## config.mk

```make
export PLATFORM = sky130hd
export DESIGN_NAME = ecam_config_address_translate
export DESIGN_NICKNAME = d
export VERILOG_FILES = /design/src/sv/ecat_pkg.sv /design/src/sv/ecat_ram.sv /design/src/sv/ecat_ctrl.sv /design/src/sv/ecat_dp.sv /design/src/sv/ecam_config_address_translate.sv
export SDC_FILE = /design/constraint.sdc
export NUM_CORES = 2
export LEC_CHECK = 0
export BUFFER_PORTS_ARGS = -buffer_cell sky130_fd_sc_hd__buf_2
export CAP_MARGIN = 20
export CORE_UTILIZATION = 55
export CTS_BUF_LIST = sky130_fd_sc_hd__clkbuf_16
export DETAILED_ROUTE_END_ITERATION = 10
export PLACE_DENSITY = 0.73
export RECOVER_POWER = 25
export SLEW_MARGIN = 10
export SYNTH_ARGS = -nofsm -noshare
export SYNTH_HDL_FRONTEND = slang
export SYNTH_SLANG_ARGS = --single-unit
```

## constraint.sdc

```tcl
create_clock -name clock -period 15.85 [get_ports clock]
set_input_delay 3.17 -clock clock [delete_from_list [all_inputs] [get_ports clock]]
set_output_delay 3.17 -clock clock [all_outputs]
set_load 0.02 [all_outputs]
```

## src/sv/ecat_pkg.sv

```systemverilog
// ----------------------------------------------------------------------------
// ECAM address translation package
// Shared widths, request field positions, codes and control structs.
// ----------------------------------------------------------------------------
`timescale 1ns / 1ps
`default_nettype none

package ecat_pkg;

   localparam int DEFAULT_ENTRIES = 8;

   localparam int ADDR_W     = 64;
   localparam int SEGMENT_W  = 16;
   localparam int BUS_W      = 8;
   localparam int DEVICE_W   = 5;
   localparam int FUNC_W     = 3;
   localparam int OFFSET_W   = 12;
   localparam int SLOT_W     = 3;
   localparam int COUNT_W    = 4;
   localparam int CSR_DATA_W = 64;
   localparam int REL_W      = BUS_W + DEVICE_W + FUNC_W + OFFSET_W;

   localparam int REQ_TDATA_W = 128;
   localparam int RSP_TDATA_W = ADDR_W;

   localparam int SLOT_LSB      = 0;
   localparam int SEGMENT_LSB   = SLOT_LSB + SLOT_W;
   localparam int START_BUS_LSB = SEGMENT_LSB + SEGMENT_W;
   localparam int END_BUS_LSB   = START_BUS_LSB + BUS_W;
   localparam int BASE_LSB      = END_BUS_LSB + BUS_W;
   localparam int BUS_LSB       = BASE_LSB + ADDR_W;
   localparam int DEVICE_LSB    = BUS_LSB + BUS_W;
   localparam int FUNC_LSB      = DEVICE_LSB + DEVICE_W;
   localparam int OFFSET_LSB    = FUNC_LSB + FUNC_W;

   typedef enum logic [0:0] {
      OP_LOAD      = 1'b0,
      OP_TRANSLATE = 1'b1
   } op_type;

   typedef enum logic [0:0] {
      CSR_ENTRY_COUNT   = 1'b0,
      CSR_WINDOW_OFFSET = 1'b1
   } csr_index_type;

   typedef struct packed {
      logic [ADDR_W-1:0]    base;
      logic [BUS_W-1:0]     last_bus;
      logic [BUS_W-1:0]     first_bus;
      logic [SEGMENT_W-1:0] segment;
   } window_type;

   localparam int WINDOW_W = $bits(window_type);

   typedef struct packed {
      logic capture;
      logic write_slot;
      logic scan_first;
      logic scan_next;
      logic take_sum;
      logic finish;
      logic out_load;
   } ctrl_cmd_type;

   typedef struct packed {
      logic count_zero;
      logic hit;
      logic last;
   } dp_status_type;

endpackage

`default_nettype wire

```

## src/sv/ecat_ram.sv

```systemverilog
// ----------------------------------------------------------------------------
// ECAM address translation window RAM
// Generic single write port, single read port RAM with registered read data.
// ----------------------------------------------------------------------------
`timescale 1ns / 1ps
`default_nettype none

module ecat_ram #(
   parameter int WIDTH = 8,
   parameter int DEPTH = 8,
   localparam int AW = (DEPTH > 1) ? $clog2(DEPTH) : 1
) (
   input  wire logic             clock,
   input  wire logic             wr_en,
   input  wire logic [AW-1:0]    wr_addr,
   input  wire logic [WIDTH-1:0] wr_data,
   input  wire logic             rd_en,
   input  wire logic [AW-1:0]    rd_addr,
   output logic      [WIDTH-1:0] rd_data
);

   logic [WIDTH-1:0] mem_ff [DEPTH];
   logic [WIDTH-1:0] rd_data_ff;

   always_ff @(posedge clock) begin
      if (wr_en) begin
         mem_ff[wr_addr] <= wr_data;
      end
      if (rd_en) begin
         rd_data_ff <= mem_ff[rd_addr];
      end
   end

   assign rd_data = rd_data_ff;

endmodule

`default_nettype wire

```

## src/sv/ecat_ctrl.sv

```systemverilog
// ----------------------------------------------------------------------------
// ECAM address translation controller
// Sequences request capture, the window scan, the final add and the response.
// ----------------------------------------------------------------------------
`timescale 1ns / 1ps
`default_nettype none

module ecat_ctrl
   import ecat_pkg::*;
(
   input  wire logic          clock,
   input  wire logic          reset,
   input  wire logic          req_tvalid,
   output logic               req_tready,
   input  wire logic          req_tuser,
   output logic               rsp_tvalid,
   input  wire logic          rsp_tready,
   input  wire dp_status_type status,
   output ctrl_cmd_type       cmd
);

   typedef enum logic [1:0] {
      IDLE,
      CHECK,
      ADD,
      RESPOND
   } state_type;

   state_type state_ff;
   state_type state_in;
   logic      rsp_valid_ff;
   logic      rsp_valid_in;
   logic      out_free;

   assign out_free   = !rsp_valid_ff || rsp_tready;
   assign req_tready = (state_ff == IDLE);
   assign rsp_tvalid = rsp_valid_ff;

   always_comb begin
      cmd      = '0;
      state_in = state_ff;
      case (state_ff)
         IDLE: begin
            if (req_tvalid) begin
               cmd.capture = 1'b1;
               if (op_type'(req_tuser) == OP_LOAD) begin
                  cmd.write_slot = 1'b1;
                  state_in       = RESPOND;
               end else if (status.count_zero) begin
                  state_in = RESPOND;
               end else begin
                  cmd.scan_first = 1'b1;
                  state_in       = CHECK;
               end
            end
         end
         CHECK: begin
            if (status.hit) begin
               cmd.take_sum = 1'b1;
               state_in     = ADD;
            end else if (status.last) begin
               state_in = RESPOND;
            end else begin
               cmd.scan_next = 1'b1;
            end
         end
         ADD: begin
            cmd.finish = 1'b1;
            state_in   = RESPOND;
         end
         RESPOND: begin
            if (out_free) begin
               cmd.out_load = 1'b1;
               state_in     = IDLE;
            end
         end
         default: begin
            state_in = IDLE;
         end
      endcase
   end

   always_comb begin
      rsp_valid_in = rsp_valid_ff;
      if (cmd.out_load) begin
         rsp_valid_in = 1'b1;
      end else if (rsp_tready) begin
         rsp_valid_in = 1'b0;
      end
   end

   always_ff @(posedge clock) begin
      if (reset) begin
         state_ff     <= IDLE;
         rsp_valid_ff <= 1'b0;
      end else begin
         state_ff     <= state_in;
         rsp_valid_ff <= rsp_valid_in;
      end
   end

endmodule

`default_nettype wire

```

## src/sv/ecat_dp.sv

```systemverilog
// ----------------------------------------------------------------------------
// ECAM address translation datapath
// Holds the registers, the window RAM, the scan index, the match and the adds.
// ----------------------------------------------------------------------------
`timescale 1ns / 1ps
`default_nettype none

module ecat_dp
   import ecat_pkg::*;
#(
   parameter int ENTRIES = DEFAULT_ENTRIES
) (
   input  wire logic                   clock,
   input  wire logic                   reset,
   input  wire logic                   csr_valid,
   output logic                        csr_ready,
   input  wire logic                   csr_index,
   input  wire logic [CSR_DATA_W-1:0]  csr_data,
   input  wire logic [REQ_TDATA_W-1:0] req_tdata,
   input  wire ctrl_cmd_type           cmd,
   output dp_status_type               status,
   output logic                        rsp_tuser,
   output logic [RSP_TDATA_W-1:0]      rsp_tdata
);

   localparam int AW = (ENTRIES > 1) ? $clog2(ENTRIES) : 1;
   localparam int CW = $clog2(ENTRIES + 1);

   logic [COUNT_W-1:0]   entry_count_ff;
   logic [ADDR_W-1:0]    window_offset_ff;
   logic [SEGMENT_W-1:0] segment_ff;
   logic [BUS_W-1:0]     bus_ff;
   logic [DEVICE_W-1:0]  device_ff;
   logic [FUNC_W-1:0]    func_ff;
   logic [OFFSET_W-1:0]  offset_ff;
   logic [CW-1:0]        idx_ff;
   logic [ADDR_W-1:0]    sum_ff;
   logic                 res_found_ff;
   logic [ADDR_W-1:0]    res_addr_ff;
   logic                 rsp_found_ff;
   logic [ADDR_W-1:0]    rsp_addr_ff;

   logic [SLOT_W-1:0]    req_slot;
   logic [AW+SLOT_W-1:0] slot_ext;
   logic                 slot_in_range;
   window_type           wr_window;
   window_type           rd_window;
   logic [WINDOW_W-1:0]  rd_data;
   logic [CW-1:0]        count;
   logic [CW-1:0]        next_idx;
   logic [AW-1:0]        rd_addr;
   logic [BUS_W-1:0]     bus_delta;
   logic [REL_W-1:0]     rel;

   assign csr_ready = 1'b1;

   always_ff @(posedge clock) begin
      if (reset) begin
         entry_count_ff   <= '0;
         window_offset_ff <= '0;
      end else if (csr_valid) begin
         case (csr_index_type'(csr_index))
            CSR_ENTRY_COUNT:   entry_count_ff   <= csr_data[COUNT_W-1:0];
            CSR_WINDOW_OFFSET: window_offset_ff <= csr_data;
            default: begin
            end
         endcase
      end
   end

   assign req_slot           = req_tdata[SLOT_LSB +: SLOT_W];
   assign slot_ext           = {{AW{1'b0}}, req_slot};
   assign slot_in_range      = 32'(req_slot) < ENTRIES;
   assign wr_window.segment   = req_tdata[SEGMENT_LSB +: SEGMENT_W];
   assign wr_window.first_bus = req_tdata[START_BUS_LSB +: BUS_W];
   assign wr_window.last_bus  = req_tdata[END_BUS_LSB +: BUS_W];
   assign wr_window.base      = req_tdata[BASE_LSB +: ADDR_W];

   always_comb begin
      if (32'(entry_count_ff) > ENTRIES) begin
         count = CW'(ENTRIES);
      end else begin
         count = CW'(entry_count_ff);
      end
   end

   assign next_idx = idx_ff + CW'(1);
   assign rd_addr  = cmd.scan_next ? next_idx[AW-1:0] : '0;

   ecat_ram #(
      .WIDTH (WINDOW_W),
      .DEPTH (ENTRIES)
   ) u_ram (
      .clock   (clock),
      .wr_en   (cmd.write_slot && slot_in_range),
      .wr_addr (slot_ext[AW-1:0]),
      .wr_data (wr_window),
      .rd_en   (cmd.scan_first || cmd.scan_next),
      .rd_addr (rd_addr),
      .rd_data (rd_data)
   );

   assign rd_window = window_type'(rd_data);
   assign bus_delta = bus_ff - rd_window.first_bus;
   assign rel       = {bus_delta, device_ff, func_ff, offset_ff};

   assign status.count_zero = (count == '0);
   assign status.hit        = (rd_window.segment == segment_ff)
                              && (rd_window.first_bus <= bus_ff)
                              && (rd_window.last_bus >= bus_ff);
   assign status.last       = (next_idx == count);

   always_ff @(posedge clock) begin
      if (cmd.scan_first) begin
         idx_ff <= '0;
      end else if (cmd.scan_next) begin
         idx_ff <= next_idx;
      end
   end

   always_ff @(posedge clock) begin
      if (cmd.capture) begin
         segment_ff   <= req_tdata[SEGMENT_LSB +: SEGMENT_W];
         bus_ff       <= req_tdata[BUS_LSB +: BUS_W];
         device_ff    <= req_tdata[DEVICE_LSB +: DEVICE_W];
         func_ff      <= req_tdata[FUNC_LSB +: FUNC_W];
         offset_ff    <= req_tdata[OFFSET_LSB +: OFFSET_W];
         res_found_ff <= 1'b0;
         res_addr_ff  <= '0;
      end else if (cmd.finish) begin
         res_found_ff <= 1'b1;
         res_addr_ff  <= sum_ff + window_offset_ff;
      end
      if (cmd.take_sum) begin
         sum_ff <= rd_window.base + {{(ADDR_W-REL_W){1'b0}}, rel};
      end
      if (cmd.out_load) begin
         rsp_found_ff <= res_found_ff;
         rsp_addr_ff  <= res_addr_ff;
      end
   end

   assign rsp_tuser = rsp_found_ff;
   assign rsp_tdata = rsp_addr_ff;

endmodule

`default_nettype wire

```

## src/sv/ecam_config_address_translate.sv

```systemverilog
// ----------------------------------------------------------------------------
// ECAM configuration address translation
// A load request writes its window slot and then responds. A translate that
// hits a window goes on to the final add and a miss ends after the last
// window; the scan reads one window per cycle through the single RAM read
// port. The next request is accepted the cycle after the response is
// registered, so the block never takes a request while one is in progress.
// Reset clears control state and both registers; the window table is not reset.
// ----------------------------------------------------------------------------
`timescale 1ns / 1ps
`default_nettype none

module ecam_config_address_translate
   import ecat_pkg::*;
#(
   parameter int ENTRIES = DEFAULT_ENTRIES
) (
   input  wire logic                   clock,
   input  wire logic                   reset,
   input  wire logic                   csr_valid,
   output logic                        csr_ready,
   input  wire logic                   csr_index,
   input  wire logic [CSR_DATA_W-1:0]  csr_data,
   input  wire logic                   req_tvalid,
   output logic                        req_tready,
   // op
   input  wire logic                   req_tuser,
   // slot, segment, start_bus, end_bus, base, bus, device,
   // func_num, reg_offset, one zero pad bit
   input  wire logic [REQ_TDATA_W-1:0] req_tdata,
   output logic                        rsp_tvalid,
   input  wire logic                   rsp_tready,
   // found
   output logic                        rsp_tuser,
   // address
   output logic [RSP_TDATA_W-1:0]      rsp_tdata
);

   ctrl_cmd_type  cmd;
   dp_status_type status;

   ecat_ctrl u_ctrl (
      .clock      (clock),
      .reset      (reset),
      .req_tvalid (req_tvalid),
      .req_tready (req_tready),
      .req_tuser  (req_tuser),
      .rsp_tvalid (rsp_tvalid),
      .rsp_tready (rsp_tready),
      .status     (status),
      .cmd        (cmd)
   );

   ecat_dp #(
      .ENTRIES (ENTRIES)
   ) u_dp (
      .clock     (clock),
      .reset     (reset),
      .csr_valid (csr_valid),
      .csr_ready (csr_ready),
      .csr_index (csr_index),
      .csr_data  (csr_data),
      .req_tdata (req_tdata),
      .cmd       (cmd),
      .status    (status),
      .rsp_tuser (rsp_tuser),
      .rsp_tdata (rsp_tdata)
   );

endmodule

`default_nettype wire

```

==> flow_summary.toml <==
[sta]
final.period_utilization_pct = 37.4
period_needed_ns = 5.93
grt_setup_unrepaired = "false"
max_clock_freq_ghz = 0.169
timing_max_transition_violations_final = 0
final_hold_viol_count = 0
max_slew_margin_pct = 25.4
setup_viol = 0
finClkSkew_ns = 0.0371
tns_ns = 0
worstMarginPinSlew_ns = 1.12

[place]
dpl_cell_area_um2 = 53500
hpwl_um = 71900
gp_congestion = 0.898
numPortBuffers = 264

[clock_network]
cts_tree = "built"
cts_setup_buffers = 0
hold_buffers = 0
cts_root_buf = "clkbuf_16"
cts_max_path_buffers = 3
cts_resized = 0
cts-htree-levels = 3
clock-sinks = 1177
cts-buffers-inserted = 117
clk_pin_slew_ns = 0.06
worstSkewPairLatency_ns = 0.71

[min_path]
min_from = "u_dp.res_addr_ff[0]"
hold_path_class = "reg -> reg"

[global_routing]
grt_pass1_wl_um = 183000
antenna_found_initial = 27
grt-ovfl-total = 0
grt_pass1_vias = 31400
grt_max_degree = 182
globalRouteTotalUtil_pct = 25.5

[floorplan]
coreArea_um2 = 91800
ios = 267
dieArea_um2 = 93900
die_h_um = 306
initial_core_util_pct = 55.5
dieWidth_um = 306
rows = 111

[power]
peakVddDrop_mv = 0.197
p_total_mw = 9.60
p_leak_nw = 19.8
p_per_area_nw_per_um2 = 167

[synth]
synth_area_per_cell_um2 = 13.4
ys_types = 70
synthDominantCellAreaShare_pct = 61.1
synth_most_common_cell = "edfxtp_1"
synth_area_um2 = 51000
synth_seq_area_share_pct = 66.6
synthArstFlopShare_pct = 0
synth-main-ff-cell = "edfxtp_1"
synthCells = 3812
synth_nets = 4128
synth_commonest_cells = "edfxtp_1 (1,037), a21oi_1 (372), nand2_1 (337), nor2_1 (303), mux2_2 (259)"
yosys.area.top_type = "edfxtp_1"
synth-edff-count = 1037
ys_warn_count = 0
synth_top_cells_by_area = "edfxtp_1 (61%), mux2_2 (5.7%), dfxtp_1 (5.5%)"
synth_seq_cells = 1177

[setup_path]
crit_required_ns = 16.15
endpoint_kind = "flop"
arrival_ns = 6.24
timing.rr.start = "u_dp.bus_ff[0]"
crit_start = "req_tvalid"
criticalPathCategory = "in -> reg"
start_kind = "primary input"
worstPathMaxFanout = 60

[detailed_routing]
drtPass1Iterations = 5
drc = 0
num_vias = 31800
drtAntennaViolNets = 0
avgViaCountPerCell = 5.94
avgRoutedWirePerCell_um = 22.5
wl_um = 121000
drt-initial-drc-count = 2704

[final_layout]
fin_area_um2 = 57300
area_growth_pct = 12.5
drive_gt1_share_pct = 17.0
fin_nets = 4324

[run_status]
outcome = "completed"

[job]
maxCapViolCount = 0
[logic make-up (layout without fill, tap and decap cells)]
| family | Yosys count | count (layout) | share of synthesized area [%] |
|---|---|---|---|
| AOI/OAI and AO/OA | 824 | 824 | 10.3 |
| xor gates and xnor gates | 140 | 140 | 2.42 |
| adders and majority gates | 117 | 117 | 2.92 |
| buffers and inverters | 283 | 575 | 2.13 |
| DFF | 1177 | 1177 | 66.6 |
| muxes | 322 | 322 | 7.03 |
| other | 1 | 9 | 0.00736 |
| and+or+nand+nor | 948 | 948 | 8.62 |
[worst max-delay path, stage by stage]
cell and delay, ns:
buf_2 0.15, nand2_1 0.12, inv_4 0.49, nand2_1 0.36, nor4b_2 0.33, buf_4 0.59
buf_4 0.95
[area by class of cell]
cell class	count	area, µm²
flip-flops and latches	1177	33900
clock buffers	120	3000
clock inverters	95	936
inverters	54	205
repair buffers	306	1570
multi-input cells	2352	16100
fillers	6816	34500
diodes	8	20.0
well taps	1243	1560
[flip-flops by register name, indices dropped and copies added, names as in the netlist, 12 cells and up]
name                   cells
u_dp.sum_ff               64
u_dp.window_offset_ff     64
u_dp.u_ram.mem_ff        768
u_dp.res_addr_ff          64
u_dp.segment_ff           16
u_dp.rsp_tdata            64
u_dp.u_ram.rd_data        96
u_dp.offset_ff            12
[stage by stage]
stage                     hold slack [ns]  util, %  std cells  setup WS [ns]
after floorplan                     0.403        -       3812           1.39
after global placement              0.413     58.2       5131           9.17
after detailed placement            0.417     58.2       5131           9.12
after CTS                           0.433     62.5       5346           9.85
after global routing                0.440     62.5       5354           9.68
final                               0.431     62.5       5355           9.92
[power breakdown]
| group | internal, mW | switching (mW) | total [mW] |
|---|---|---|---|
| logic | 0.995 | 1.77 | 2.77 |
| clock network | 1.63 | 1.18 | 2.80 |
| registers | 3.83 | 0.206 | 4.03 |
| total | 6.45 | 3.16 | 9.60 |
[routing by layer]
layer / vias up / global-route usage [%] / routed length (µm)
li1: 14800 / - / -
met1: 15600 / 33.7 / 50100
met2: 1118 / 42.1 / 58500
met3: 226 / 4.40 / 8260
met4: 30 / 9.79 / 3610
met5: - / 0 / 193
[worst paths after layout]
check,to,slack [ns],cells past startpoint
max,u_dp.u_ram.mem_ff[6][39],9.92,7
min,u_dp.rsp_tdata[0],0.43,0
max reg2reg,u_dp.u_ram.rd_data[86],10.09,14
min reg2reg,u_dp.rsp_tdata[0],0.43,0
[placed cells by master, fill, tap and decap left out, drive strengths merged, types with 105 or more instances in the layout]
cell,count
ha,114
a211oi,110
xnor2,105
a21oi,372
dfxtp,140
nor2,303
nand2,337
edfxtp,1037
clkbuf,200
buf,226
mux2,288
Note: power is estimated with default switching activity, not from simulation.
